<file path="config.mk">
export PLATFORM = sky130hd
export DESIGN_NAME = serial_frame_receiver_with_ack_retry
export DESIGN_NICKNAME = d
export VERILOG_FILES = /design/src/rtl/sfr_pkg.sv /design/src/rtl/serial_frame_receiver_with_ack_retry.sv /design/src/rtl/sfr_front.sv /design/src/rtl/sfr_queue.sv /design/src/rtl/sfr_back.sv
export SDC_FILE = /design/constraint.sdc
export NUM_CORES = 1
export LEC_CHECK = 0
export BUFFER_PORTS_ARGS = -buffer_cell sky130_fd_sc_hd__buf_2
export CAP_MARGIN = 30
export CORE_MARGIN = 2
export CORE_UTILIZATION = 54
export CTS_BUF_LIST = sky130_fd_sc_hd__clkbuf_16
export DETAILED_ROUTE_END_ITERATION = 6
export GPL_TIMING_DRIVEN = 0
export PLACE_DENSITY_LB_ADDON = 0.25
export SLEW_MARGIN = 20
export SYNTH_ARGS = -nofsm -noshare
export SYNTH_HDL_FRONTEND = slang
export SYNTH_SLANG_ARGS = --single-unit
</file>
<file path="constraint.sdc">
create_clock -name clock -period 3.9 [get_ports clock]
set_clock_uncertainty 0.15 [all_clocks]
set_input_delay 0.39 -clock clock [delete_from_list [all_inputs] [get_ports clock]]
set_output_delay 0.39 -clock clock [all_outputs]
set_load 0.02 [all_outputs]
</file>
<file path="src/rtl/sfr_pkg.sv">
// Shared types, codes and constants for the serial frame receiver.
// Used by every module of the block; depends on nothing.
package sfr_pkg;

   // Width of the acknowledge timer.
   localparam int TIMER_WIDTH = 16;
   localparam int TIMEOUT_WIDTH = 16;
   localparam int CMP_WIDTH = (TIMER_WIDTH > TIMEOUT_WIDTH) ? TIMER_WIDTH : TIMEOUT_WIDTH;
   localparam logic [TIMEOUT_WIDTH-1:0] TIMEOUT_RESET = 16'd1000;

   // Queue between the front and the back.
   localparam int QUEUE_DEPTH = 4;
   localparam int QUEUE_PTR_WIDTH = $clog2(QUEUE_DEPTH);
   localparam int QUEUE_CNT_WIDTH = $clog2(QUEUE_DEPTH + 1);

   // Request type codes.
   localparam logic [1:0] REQ_BYTE = 2'd0;
   localparam logic [1:0] REQ_TICK = 2'd1;
   localparam logic [1:0] REQ_SENT = 2'd2;

   // Operation codes carried through the queue.
   localparam logic [1:0] OP_BYTE = 2'd0;
   localparam logic [1:0] OP_TICK = 2'd1;
   localparam logic [1:0] OP_SENT = 2'd2;

   // Result event codes.
   localparam logic [1:0] EV_DATA  = 2'd0;
   localparam logic [1:0] EV_END   = 2'd1;
   localparam logic [1:0] EV_ACK   = 2'd2;
   localparam logic [1:0] EV_RETRY = 2'd3;

   // Special byte values.
   localparam logic [7:0] BYTE_START = 8'hff;
   localparam logic [7:0] BYTE_SYNC  = 8'hdd;
   localparam logic [7:0] BYTE_ACKHD = 8'hfd;
   localparam logic [7:0] BYTE_ACK   = 8'h02;
   localparam logic [7:0] BYTE_NAK   = 8'h03;
   localparam logic [7:0] RETRY_MAX  = 8'hff;

   typedef struct packed {
      logic [1:0] req_type;
      logic [7:0] rx_byte;
   } req_payload_type;

   typedef struct packed {
      logic [1:0] event_res;
      logic [7:0] msg_code;
      logic [7:0] data_byte;
      logic [7:0] retry_count;
   } rsp_payload_type;

   // A classified request as it waits in the queue.
   typedef struct packed {
      logic [1:0] op;
      logic [7:0] rx_byte;
      logic       is_start;
      logic       is_sync;
      logic       is_ackhd;
      logic       is_ack;
      logic       is_nak;
      logic       is_zero;
   } entry_type;

   typedef struct packed {
      logic full;
      logic empty;
   } q_status_type;

endpackage

</file>
<file path="src/rtl/serial_frame_receiver_with_ack_retry.sv">
// A request accepted at a clock edge goes into the queue, and its result, if any, is
// registered in the back's output register before it appears on rsp_.
// Throughput: one request per cycle while rsp_ is not stalled, set by the back's parser.
// A four-entry queue lets requests keep arriving while a result waits on rsp_stall.
// Reset (synchronous, active high) clears the parser, timer, retry count, queue and output,
// and loads the retry timeout with 1000 ticks; there is no clearing pass.
// Depends on sfr_pkg, sfr_front, sfr_queue and sfr_back.
module serial_frame_receiver_with_ack_retry (
   input  logic                          clock,
   input  logic                          reset,
   input  logic                          req_valid,
   output logic                          req_stall,
   input  sfr_pkg::req_payload_type      req_payload,
   output logic                          rsp_valid,
   input  logic                          rsp_stall,
   output sfr_pkg::rsp_payload_type      rsp_payload,
   input  logic                          csr_valid,
   output logic                          csr_ready,
   input  logic [sfr_pkg::TIMEOUT_WIDTH-1:0] csr_data
);

   // The front decodes each request into an operation and precomputes the
   // byte comparisons the parser needs. Unused request types are accepted
   // and dropped without reaching the queue.
   sfr_pkg::q_status_type q_status;
   sfr_pkg::entry_type    push_entry;
   sfr_pkg::entry_type    head_entry;
   logic                  push;
   logic                  pop;

   sfr_front u_front (
      .reset       (reset),
      .req_valid   (req_valid),
      .req_stall   (req_stall),
      .req_payload (req_payload),
      .q_status    (q_status),
      .push        (push),
      .push_entry  (push_entry)
   );

   // The queue decouples the two sides: the front stalls only when it is
   // full, which happens only after rsp_stall has held the back for a while.
   sfr_queue u_queue (
      .clock      (clock),
      .reset      (reset),
      .push       (push),
      .push_entry (push_entry),
      .pop        (pop),
      .head_entry (head_entry),
      .q_status   (q_status)
   );

   // The back holds all protocol state. It takes one queued request per cycle
   // whenever its output register is free or being emptied in the same cycle.
   // While a result waits on rsp_stall, every request stays in the queue.
   sfr_back u_back (
      .clock       (clock),
      .reset       (reset),
      .q_status    (q_status),
      .head_entry  (head_entry),
      .pop         (pop),
      .csr_valid   (csr_valid),
      .csr_ready   (csr_ready),
      .csr_data    (csr_data),
      .rsp_valid   (rsp_valid),
      .rsp_stall   (rsp_stall),
      .rsp_payload (rsp_payload)
   );

endmodule

</file>
<file path="src/rtl/sfr_front.sv">
// Front part of the serial frame receiver: accepts requests and classifies them.
// Depends on sfr_pkg.
module sfr_front (
   input  logic                    reset,
   input  logic                    req_valid,
   output logic                    req_stall,
   input  sfr_pkg::req_payload_type req_payload,
   input  sfr_pkg::q_status_type   q_status,
   output logic                    push,
   output sfr_pkg::entry_type      push_entry
);

   logic accept;
   logic known;

   assign req_stall = q_status.full;
   assign accept    = req_valid && !q_status.full;

   always_comb begin
      push_entry.rx_byte  = req_payload.rx_byte;
      push_entry.is_start = (req_payload.rx_byte == sfr_pkg::BYTE_START);
      push_entry.is_sync  = (req_payload.rx_byte == sfr_pkg::BYTE_SYNC);
      push_entry.is_ackhd = (req_payload.rx_byte == sfr_pkg::BYTE_ACKHD);
      push_entry.is_ack   = (req_payload.rx_byte == sfr_pkg::BYTE_ACK);
      push_entry.is_nak   = (req_payload.rx_byte == sfr_pkg::BYTE_NAK);
      push_entry.is_zero  = (req_payload.rx_byte == 8'd0);
      known = 1'b1;
      case (req_payload.req_type)
         sfr_pkg::REQ_BYTE: push_entry.op = sfr_pkg::OP_BYTE;
         sfr_pkg::REQ_TICK: push_entry.op = sfr_pkg::OP_TICK;
         sfr_pkg::REQ_SENT: push_entry.op = sfr_pkg::OP_SENT;
         default: begin
            // The unused request type has no effect and is dropped here.
            push_entry.op = sfr_pkg::OP_BYTE;
            known = 1'b0;
         end
      endcase
   end

   assign push = accept && known && !reset;

endmodule

</file>
<file path="src/rtl/sfr_queue.sv">
// Short register queue between the front and back of the frame receiver.
// Depends on sfr_pkg.
module sfr_queue (
   input  logic                  clock,
   input  logic                  reset,
   input  logic                  push,
   input  sfr_pkg::entry_type    push_entry,
   input  logic                  pop,
   output sfr_pkg::entry_type    head_entry,
   output sfr_pkg::q_status_type q_status
);

   sfr_pkg::entry_type                    store_ff [sfr_pkg::QUEUE_DEPTH];
   logic [sfr_pkg::QUEUE_PTR_WIDTH-1:0]   wr_ptr_ff, wr_ptr_in;
   logic [sfr_pkg::QUEUE_PTR_WIDTH-1:0]   rd_ptr_ff, rd_ptr_in;
   logic [sfr_pkg::QUEUE_CNT_WIDTH-1:0]   count_ff, count_in;
   logic                                  do_push;
   logic                                  do_pop;

   assign q_status.full  = (count_ff == sfr_pkg::QUEUE_CNT_WIDTH'(sfr_pkg::QUEUE_DEPTH));
   assign q_status.empty = (count_ff == '0);
   assign do_push = push && !q_status.full;
   assign do_pop  = pop && !q_status.empty;
   assign head_entry = store_ff[rd_ptr_ff];

   always_comb begin
      wr_ptr_in = wr_ptr_ff;
      rd_ptr_in = rd_ptr_ff;
      count_in  = count_ff;
      if (do_push) begin
         wr_ptr_in = (wr_ptr_ff == sfr_pkg::QUEUE_PTR_WIDTH'(sfr_pkg::QUEUE_DEPTH - 1)) ?
                     '0 : wr_ptr_ff + 1'b1;
      end
      if (do_pop) begin
         rd_ptr_in = (rd_ptr_ff == sfr_pkg::QUEUE_PTR_WIDTH'(sfr_pkg::QUEUE_DEPTH - 1)) ?
                     '0 : rd_ptr_ff + 1'b1;
      end
      if (do_push && !do_pop) begin
         count_in = count_ff + 1'b1;
      end else if (do_pop && !do_push) begin
         count_in = count_ff - 1'b1;
      end
   end

   always_ff @(posedge clock) begin
      if (reset) begin
         wr_ptr_ff <= '0;
         rd_ptr_ff <= '0;
         count_ff  <= '0;
      end else begin
         wr_ptr_ff <= wr_ptr_in;
         rd_ptr_ff <= rd_ptr_in;
         count_ff  <= count_in;
      end
   end

   always_ff @(posedge clock) begin
      if (do_push) begin
         store_ff[wr_ptr_ff] <= push_entry;
      end
   end

endmodule

</file>
<file path="src/rtl/sfr_back.sv">
// Back part of the frame receiver: frame parser, acknowledge timer and result register.
// Depends on sfr_pkg.
module sfr_back (
   input  logic                          clock,
   input  logic                          reset,
   input  sfr_pkg::q_status_type         q_status,
   input  sfr_pkg::entry_type            head_entry,
   output logic                          pop,
   input  logic                          csr_valid,
   output logic                          csr_ready,
   input  logic [sfr_pkg::TIMEOUT_WIDTH-1:0] csr_data,
   output logic                          rsp_valid,
   input  logic                          rsp_stall,
   output sfr_pkg::rsp_payload_type      rsp_payload
);

   localparam logic [2:0] PH_HUNT   = 3'd0;
   localparam logic [2:0] PH_GOT_FF = 3'd1;
   localparam logic [2:0] PH_GOT_FD = 3'd2;
   localparam logic [2:0] PH_CODE   = 3'd3;
   localparam logic [2:0] PH_LEN    = 3'd4;
   localparam logic [2:0] PH_BODY   = 3'd5;

   logic [2:0]                        phase_ff, phase_in;
   logic                              waiting_ff, waiting_in;
   logic [sfr_pkg::TIMER_WIDTH-1:0]   elapsed_ff, elapsed_in;
   logic [7:0]                        retries_ff, retries_in;
   logic [7:0]                        code_ff, code_in;
   logic [7:0]                        left_ff, left_in;
   logic [sfr_pkg::TIMEOUT_WIDTH-1:0] timeout_ff;
   logic                              rsp_valid_ff, rsp_valid_in;
   sfr_pkg::rsp_payload_type          rsp_payload_ff, rsp_payload_in;

   logic                              emit;
   logic [2:0]                        start_phase;
   logic [7:0]                        retries_inc;
   logic [sfr_pkg::TIMER_WIDTH-1:0]   elapsed_inc;

   assign csr_ready   = 1'b1;
   assign rsp_valid   = rsp_valid_ff;
   assign rsp_payload = rsp_payload_ff;
   assign pop = !q_status.empty && (!rsp_valid_ff || !rsp_stall);

   // Restart the scan on the current byte.
   assign start_phase = head_entry.is_start ? PH_GOT_FF :
                        head_entry.is_ackhd ? PH_GOT_FD : PH_HUNT;
   assign retries_inc = (retries_ff == sfr_pkg::RETRY_MAX) ? retries_ff : retries_ff + 8'd1;
   assign elapsed_inc = (elapsed_ff == '1) ? elapsed_ff : elapsed_ff + 1'b1;

   always_comb begin
      phase_in   = phase_ff;
      waiting_in = waiting_ff;
      elapsed_in = elapsed_ff;
      retries_in = retries_ff;
      code_in    = code_ff;
      left_in    = left_ff;
      emit       = 1'b0;
      rsp_payload_in.event_res = sfr_pkg::EV_DATA;
      rsp_payload_in.msg_code  = 8'd0;
      rsp_payload_in.data_byte = 8'd0;
      case (head_entry.op)
         sfr_pkg::OP_BYTE: begin
            case (phase_ff)
               PH_GOT_FF: begin
                  phase_in = head_entry.is_sync ? PH_CODE : start_phase;
               end
               PH_GOT_FD: begin
                  if (waiting_ff && head_entry.is_ack) begin
                     waiting_in = 1'b0;
                     retries_in = 8'd0;
                     elapsed_in = '0;
                     phase_in   = PH_HUNT;
                     emit       = 1'b1;
                     rsp_payload_in.event_res = sfr_pkg::EV_ACK;
                  end else if (waiting_ff && head_entry.is_nak) begin
                     retries_in = retries_inc;
                     elapsed_in = '0;
                     phase_in   = PH_HUNT;
                     emit       = 1'b1;
                     rsp_payload_in.event_res = sfr_pkg::EV_RETRY;
                  end else begin
                     phase_in = start_phase;
                  end
               end
               PH_CODE: begin
                  code_in  = head_entry.rx_byte;
                  phase_in = PH_LEN;
               end
               PH_LEN: begin
                  if (head_entry.is_zero) begin
                     phase_in = PH_HUNT;
                  end else begin
                     left_in  = head_entry.rx_byte;
                     phase_in = PH_BODY;
                  end
               end
               PH_BODY: begin
                  emit = 1'b1;
                  rsp_payload_in.msg_code  = code_ff;
                  rsp_payload_in.data_byte = head_entry.rx_byte;
                  if (left_ff <= 8'd1) begin
                     left_in  = 8'd0;
                     phase_in = PH_HUNT;
                     rsp_payload_in.event_res = sfr_pkg::EV_END;
                  end else begin
                     left_in = left_ff - 8'd1;
                  end
               end
               default: begin
                  phase_in = start_phase;
               end
            endcase
         end
         sfr_pkg::OP_TICK: begin
            if (waiting_ff) begin
               if (sfr_pkg::CMP_WIDTH'(elapsed_inc) >= sfr_pkg::CMP_WIDTH'(timeout_ff)) begin
                  retries_in = retries_inc;
                  elapsed_in = '0;
                  emit       = 1'b1;
                  rsp_payload_in.event_res = sfr_pkg::EV_RETRY;
               end else begin
                  elapsed_in = elapsed_inc;
               end
            end
         end
         sfr_pkg::OP_SENT: begin
            waiting_in = 1'b1;
            elapsed_in = '0;
            retries_in = 8'd0;
         end
         default: begin
            phase_in = phase_ff;
         end
      endcase
      rsp_payload_in.retry_count = retries_in;
      rsp_valid_in = rsp_valid_ff && rsp_stall;
      if (pop && emit) begin
         rsp_valid_in = 1'b1;
      end
   end

   always_ff @(posedge clock) begin
      if (reset) begin
         phase_ff     <= PH_HUNT;
         waiting_ff   <= 1'b0;
         elapsed_ff   <= '0;
         retries_ff   <= 8'd0;
         code_ff      <= 8'd0;
         left_ff      <= 8'd0;
         timeout_ff   <= sfr_pkg::TIMEOUT_RESET;
         rsp_valid_ff <= 1'b0;
      end else begin
         if (pop) begin
            phase_ff   <= phase_in;
            waiting_ff <= waiting_in;
            elapsed_ff <= elapsed_in;
            retries_ff <= retries_in;
            code_ff    <= code_in;
            left_ff    <= left_in;
         end
         if (csr_valid) begin
            timeout_ff <= csr_data;
         end
         rsp_valid_ff <= rsp_valid_in;
      end
   end

   always_ff @(posedge clock) begin
      if (pop && emit) begin
         rsp_payload_ff <= rsp_payload_in;
      end
   end

endmodule

</file>
# Word-level counts from Yosys, hierarchy flattened
# Memories as Yosys holds them, arrays and structs flattened. A register that Yosys moved wholly into a read port is not among the register bits.
# Cells that the tools add are included.
dict set report word_totals {
  memories 1
  regBits 94
  ramBits 64
  input_bits 31
  output_inout_bits 29
  elab_cells 137
}
dict set report classes {
  n_addsub 7
  eq_ne 25
  n_reduce_logical 35
  n_mux 52
  magnitude_cmp 2
}
# memory words width rd rd_clocked_by_memory_dff write_ports line_no
set mem_list {}
lappend mem_list {u_queue.store_ff 4 16 1 1 1 sfr_queue.sv:13} ;# sfr_pkg::entry_type store_ff [sfr_pkg::QUEUE_DEPTH];
# operator n
set ops {}
lappend ops {{2-to-1 mux 16 bit} 6}
lappend ops {{2-to-1 mux 8 bit} 8}
lappend ops {{case mux 16 bit (3 select lines)} 1}
lappend ops {{== test 8 bit, second input constant} 4}
lappend ops {{2-to-1 mux 3 bit} 8}
lappend ops {{case mux 8 bit (3 select lines)} 1}
lappend ops {{2-to-1 mux 2 bit} 9}
lappend ops {{adder 16 x 1 -> 16 bit, second input constant} 1}
lappend ops {{== test 16 bit, second input constant} 1}
lappend ops {{== test 8 x 2 -> 1 bit, second input constant} 2}
lappend ops {{>= comparator 16 bit} 1}
lappend ops {{case mux 8 bit (2 select lines)} 1}
lappend ops {{case mux 3 bit (5 select lines)} 1}
lappend ops {{logical AND 1 bit} 12}
lappend ops {{case mux 2 bit (2 select lines)} 3}
lappend ops {{2-to-1 mux 1 bit} 11}
lappend ops {{== test 3 bit, second input constant} 3}
lappend ops {{adder 8 x 1 -> 8 bit, second input constant} 1}
lappend ops {{== test 2 bit, second input constant} 4}
lappend ops {{<= comparator 8 x 1 -> 1 bit, second input constant} 1}
lappend ops {{logical NOT 8 bit} 1}
lappend ops {{AND reduction 4 bit} 2}
lappend ops {{subtractor 8 x 1 -> 8 bit, second input constant} 1}
lappend ops {{logical NOT 1 bit} 7}
lappend ops {{19 further kinds} 31}

# Logic depth before layout (Yosys ltp)
dict set report depth {
  ltp_word 10
  ltp_mapped 18
  ltp_nobuf 15
}

# Hierarchy
# From an unflattened synthesis, not the netlist that was laid out.
dict set report hier_totals {
  hier_cells 703
  area_unflattened_um2 7793.7
}
# mod cells_per_inst seq_area_each_um2 instances area_per_inst_um2
set modules_own_cells {}
lappend modules_own_cells {sfr_back 542 2001.9 1 4787.1}
lappend modules_own_cells {sfr_queue 134 2102.0 1 2810.2}
lappend modules_own_cells {sfr_front 27 0.0 1 196.4}

# Least setup slack after synthesis
# OpenSTA, ideal clock, no wires.
dict set report synth_timing {
  kind {reg-to-reg}
  startpoint {reg u_back.elapsed_ff[0] in the netlist's numbering}
  endpoint {reg u_back.rsp_payload_ff (netlist bit u_back.rsp_payload[0]) (enable)}
  arrival_ns 3.489
  synth_period_minus_slack_ns 4.077
  setup_ns 0.438
  path_buffers 2
  stages_incl_launch_ff 15
  t_required_ns 3.312
  slack_ns -0.177
  cell_sequence {dfxtp_1 -> ha_1 -> and4_1 -> nand4_1 -> or3_1 -> clkbuf_1 -> mux2_2 -> ha_1 -> nor2b_1 -> o211a_1 -> o311ai_1 -> nand4_1 -> buf_2 -> nand2_1 -> nand2_1}
}
dict set report synth_via {
  elab_chain_len 7
  elab_cells_between_ends 8
  classes_between {1 x add/sub; 1 x order compare; 1 x eq/ne; 4 x mux; 1 x reduce/logical}
}
# element line_no
set synth_rtl {}
lappend synth_rtl {{from (decl)} sfr_back.sv:26} ;# logic [sfr_pkg::TIMER_WIDTH-1:0] elapsed_ff, elapsed_in;
lappend synth_rtl {{from (signal assigned)} sfr_back.sv:156} ;# elapsed_ff <= elapsed_in;
lappend synth_rtl {{adder 16 x 1 -> 16 bit / == test 16 bit (equally long branches)} sfr_back.sv:48} ;# assign elapsed_inc = (elapsed_ff == '1) ? elapsed_ff : elapsed_ff + 1'b1;
lappend synth_rtl {{2-to-1 mux 16 bit *} sfr_back.sv:48}
lappend synth_rtl {{>= comparator 16 bit *} sfr_back.sv:116} ;# if (sfr_pkg::CMP_WIDTH'(elapsed_inc) >= sfr_pkg::CMP_WIDTH'(timeout_ff)) begin
lappend synth_rtl {{2-to-1 mux 1 bit *} sfr_back.sv:116}
lappend synth_rtl {{2-to-1 mux 1 bit *} sfr_back.sv:115} ;# if (waiting_ff) begin
lappend synth_rtl {{case mux 1 bit (2 select lines) *} sfr_back.sv:61} ;# case (head_entry.op)
lappend synth_rtl {{logical AND 1 bit *} sfr_back.sv:169} ;# if (pop && emit) begin
lappend synth_rtl {{to (signal assigned)} sfr_back.sv:170} ;# rsp_payload_ff <= rsp_payload_in;
lappend synth_rtl {{to (decl)} sfr_back.sv:32} ;# sfr_pkg::rsp_payload_type rsp_payload_ff, rsp_payload_in;
# Every way passes the cells marked *; elsewhere a longest branch is shown, timed or not.
# A chain may end at the register's enable or synchronous reset.

# Worst setup path in the final report
dict set report layout_timing {
  startpoint {reg u_back.elapsed_ff[0] in the netlist's numbering}
  endpoint {reg u_back.rsp_payload_ff (netlist bit u_back.rsp_payload[0]), data pin}
}
dict set report layout_via {
  elab_chain_len 6
  elab_cells_between_ends 7
  classes_between {1 x add/sub; 1 x order compare; 1 x eq/ne; 4 x mux}
}
# element line_no
set layout_rtl {}
lappend layout_rtl {{adder 16 x 1 -> 16 bit / == test 16 bit (equally long branches)} sfr_back.sv:48}
lappend layout_rtl {{2-to-1 mux 16 bit *} sfr_back.sv:48}
lappend layout_rtl {{>= comparator 16 bit *} sfr_back.sv:116}
lappend layout_rtl {{2-to-1 mux 8 bit *} sfr_back.sv:116}
lappend layout_rtl {{2-to-1 mux 8 bit *} sfr_back.sv:115}
lappend layout_rtl {{case mux 8 bit (3 select lines) *} sfr_back.sv:61}
lappend layout_rtl {{via u_back.retries_in[0]} sfr_back.sv:27} ;# logic [7:0] retries_ff, retries_in;
# The timed path passes the listed nets; every way through them passes the cells marked *.

==> impl_metrics.tcl <==
set metrics [dict create \
    power_mw 4.49 \
    netlist_area_mm2 0.00758 \
    regArea_mm2 0.00412 \
    grt_pass1_wl_mm 26.5 \
    min_period_over_period_pct 103 \
    syn_nets 741 \
    wl_per_cell_um 17.7 \
    antenna_found_initial 0 \
    max_clock_freq_ghz 0.250 \
    finalSetupViolCount 6 \
    cp_max_fo 7 \
    grt_usage_pct 23.4 \
    core_mm2 0.0138 \
    rsz0062_at_grt "yes" \
    ys_warn_count 0 \
    routed-via-count 5737 \
    maxCapViolCount 0 \
    num-fill-cells 1053 \
    synth_area_per_cell_um2 11.1 \
    synthCells 683 \
    dp.cells 919 \
    gp_congestion 0.885 \
    cts_tree "built" \
    cts.sinks 160 \
    hp-start "csr_data[3]" \
    grt_pass1_vias 5498 \
    cts_hold_buf 0 \
    drive_above_1_share_pct 24.1 \
    grt_max_degree 27 \
    vias_per_cell 5.92 \
    cts.path.max_buffers 2 \
    leakage_nw 3.51 \
    die_h_um 122 \
    pre_cts_ws_ns -0.458 \
    outcome "complete, but fails checks" \
    maxSlewViolCount 0 \
    final_nets 835 \
    ys_ff_latch 160 \
    max-vdd-ir-drop_mv 0.393 \
    dieWidth_um 122 \
    hold_viol 0 \
    cts_root_buf "clkbuf_16" \
    area_delta_synth_final_pct 19.9 \
    overflow 0 \
    drc_errors 0 \
    worstPathRequired_ns 3.94 \
    n_antenna_cell 0 \
    cts.clk_slew.worst_paths_ns 0.06 \
    routed_wirelength_mm 17.2 \
    cp-start-kind "flip-flop" \
    powerDensity_mw_per_mm2 494 \
    startpoint "u_back.elapsed_ff[0]$_SDFFE_PP0P_" \
    hpwl_mm 11.5 \
    drtAntennaViolNets 0 \
    multiInputGateArea_mm2 0.00343 \
    ys_seq_area_share_pct 54.2 \
    ys_types 67 \
    rows 43 \
    layoutNonFillerInstCount 969 \
    die-area_mm2 0.0150 \
    synth-edff-count 90 \
    critical_path_arrival_ns 4.04 \
    violations "negative setup slack" \
    worstSkewPairLatency_ns 0.44 \
    synth-main-ff-cell "edfxtp_1" \
    first_pass_iters 7 \
    drt_first_iter_violations 487 \
    hold_class "in -> reg" \
    cts_buffers 17 \
    initial_core_util_pct 55.0 \
    timing.rr.start "u_back.elapsed_ff[0]$_SDFFE_PP0P_" \
    htree_levels 4 \
    setup_slack_ns -0.100 \
    worstSetupPathType "reg -> reg" \
    design.portCount 60 \
    synthArstFlopShare_pct 0 \
    slew_headroom_pct 41.6 \
    cp-end-kind "flip-flop" \
    worstMarginPinSlew_ns 0.876 \
    finalCriticalPeriod_ns 4.00 \
    port-buffer-count 56 \
]
## critical path, cell delays in order (launching register included)
cell,delay (ns)
dfxtp_4,0.36
ha_4,0.13
and4_4,0.20
nand4_1,0.15
or3_4,0.39
buf_8,0.15
and2_1,0.20
nand2_2,0.13
xnor2_2,0.15
ha_4,0.25
a21oi_2,0.14
o21ai_1,0.09
a22oi_1,0.18
nand4_1,0.20
buf_6,0.20
a31o_4,0.23
a21o_1,0.21
mux2_4,0.26
## cells in the final DEF (no fill, tap or decap), types with 5 or more instances in the layout
cell type / count
clkbuf_1: 15
mux2i_1: 23
buf_2: 58
and2_1: 24
nand4_1: 10
a21oi_2: 5
clkbuf_16: 17
nor3_1: 7
a21oi_1: 23
nand2_1: 57
nor2_1: 71
o21ai_0: 24
o211ai_1: 8
and3_1: 5
xor2_1: 5
edfxtp_1: 90
xnor2_1: 7
a311oi_2: 5
nand2_2: 6
inv_1: 31
nand3_1: 19
ha_1: 23
dfxtp_1: 63
a22oi_1: 9
a22o_1: 8
buf_6: 8
a31oi_1: 11
buf_4: 20
nor2b_1: 7
mux4_2: 16
## flip-flops by register name, indices dropped and copies added, names as in the netlist, 3 cells and up, named ones only
name                cells
u_back.code_ff          8
u_back.elapsed_ff      16
u_back.left_ff          8
u_back.phase_ff         3
u_back.retries_ff       8
u_back.rsp_payload     26
u_back.timeout_ff      16
u_queue.count_ff        3
u_queue.store_ff       64
## stage by stage
| step | setup TNS, ns | cell area, um2 | hold WS (ns) | utilization, % |
|---|---|---|---|---|
| floorplan | 0 | 7620 | 0.302 | - |
| global placement | -10.63 | 8120 | 0.313 | 59.0 |
| detailed placement | -14.04 | 8120 | 0.325 | 59.0 |
| CTS | -0.485 | 8880 | 0.0121 | 64.5 |
| global route | -3.92 | 9090 | 0.0406 | 66.0 |
| finish | -0.336 | 9090 | 0.0300 | 66.0 |
## layout make-up
class                   instances  share of cell area [%]
repair buffers                 76                    4.87
multi-input cells             460                    37.7
clock buffers                  17                    4.68
well taps                     180                    2.48
inverters                      30                    1.24
plain buffers                  32                    2.15
flip-flops and latches        160                    45.3
clock inverters                14                    1.49
## report_power, final
part           switching, mW  internal (mW)
clock                  0.699          0.885
combinational          0.606          0.392
sequential            0.0594           1.85
## worst paths after layout
path	end	slack, ns	cells past startpoint
min	u_back.timeout_ff[3]$_SDFFE_PP1P_	0.03	3
max	u_back.rsp_payload[0]$_DFFE_PP_	-0.10	17
max reg2reg	u_back.rsp_payload[0]$_DFFE_PP_	-0.10	17
min reg2reg	u_back.code_ff[6]$_SDFFE_PP0P_	0.34	2
## kinds of logic after synthesis
group	after synthesis	synth area share, %
flops	160	54.2
xor+xnor	14	1.62
simple gates	244	15.8
mux	41	8.09
compound gates	133	12.0
buf+inv	63	3.70
fa+ha+maj	27	4.56
other cells	1	0.0495
## synth_stat cells, types with 5 or more instances
cell type	number	area (um2)
edfxtp_1	90	2700
nor2_1	73	274
dfxtp_1	70	1400
nand2_1	64	240
inv_1	30	113
a21oi_1	29	145
o21ai_0	27	135
ha_1	26	325
and2_1	25	156
mux2i_1	23	230
nand3_1	20	100
clkbuf_1	19	71.3
mux4_2	16	360
a31oi_1	12	75.1
nand4_1	10	62.6
a22oi_1	9	67.6
a311oi_1	9	78.8
xnor2_1	9	78.8
a22o_1	8	70.1
nor2b_1	8	50.1
nor3_1	8	40.0
o211ai_1	8	60.1
and3_1	5	31.3
buf_4	5	37.5
xor2_1	5	43.8
## layer usage
layer | track usage, % | vias up | share of wire (%) | routed length, um
met2 | 39.5 | 184 | 49 | 8490
met1 | 28.4 | 2809 | 43 | 7370
met5 | 0 | - | 0 | 0
li1 | - | 2706 | - | -
met3 | 6.74 | 38 | 5.4 | 933
met4 | 8.76 | 0 | 2.3 | 399
## what timing repair did
item	4_1_cts	5_1_grt
setup buffers	11	8
endpoints found under the setup margin	59	59
pin swaps	14	23
gates cloned	0	1
gates resized for setup	28	36
endpoints found under the hold margin	0	0
Note: power is estimated with default switching activity, not from simulation.
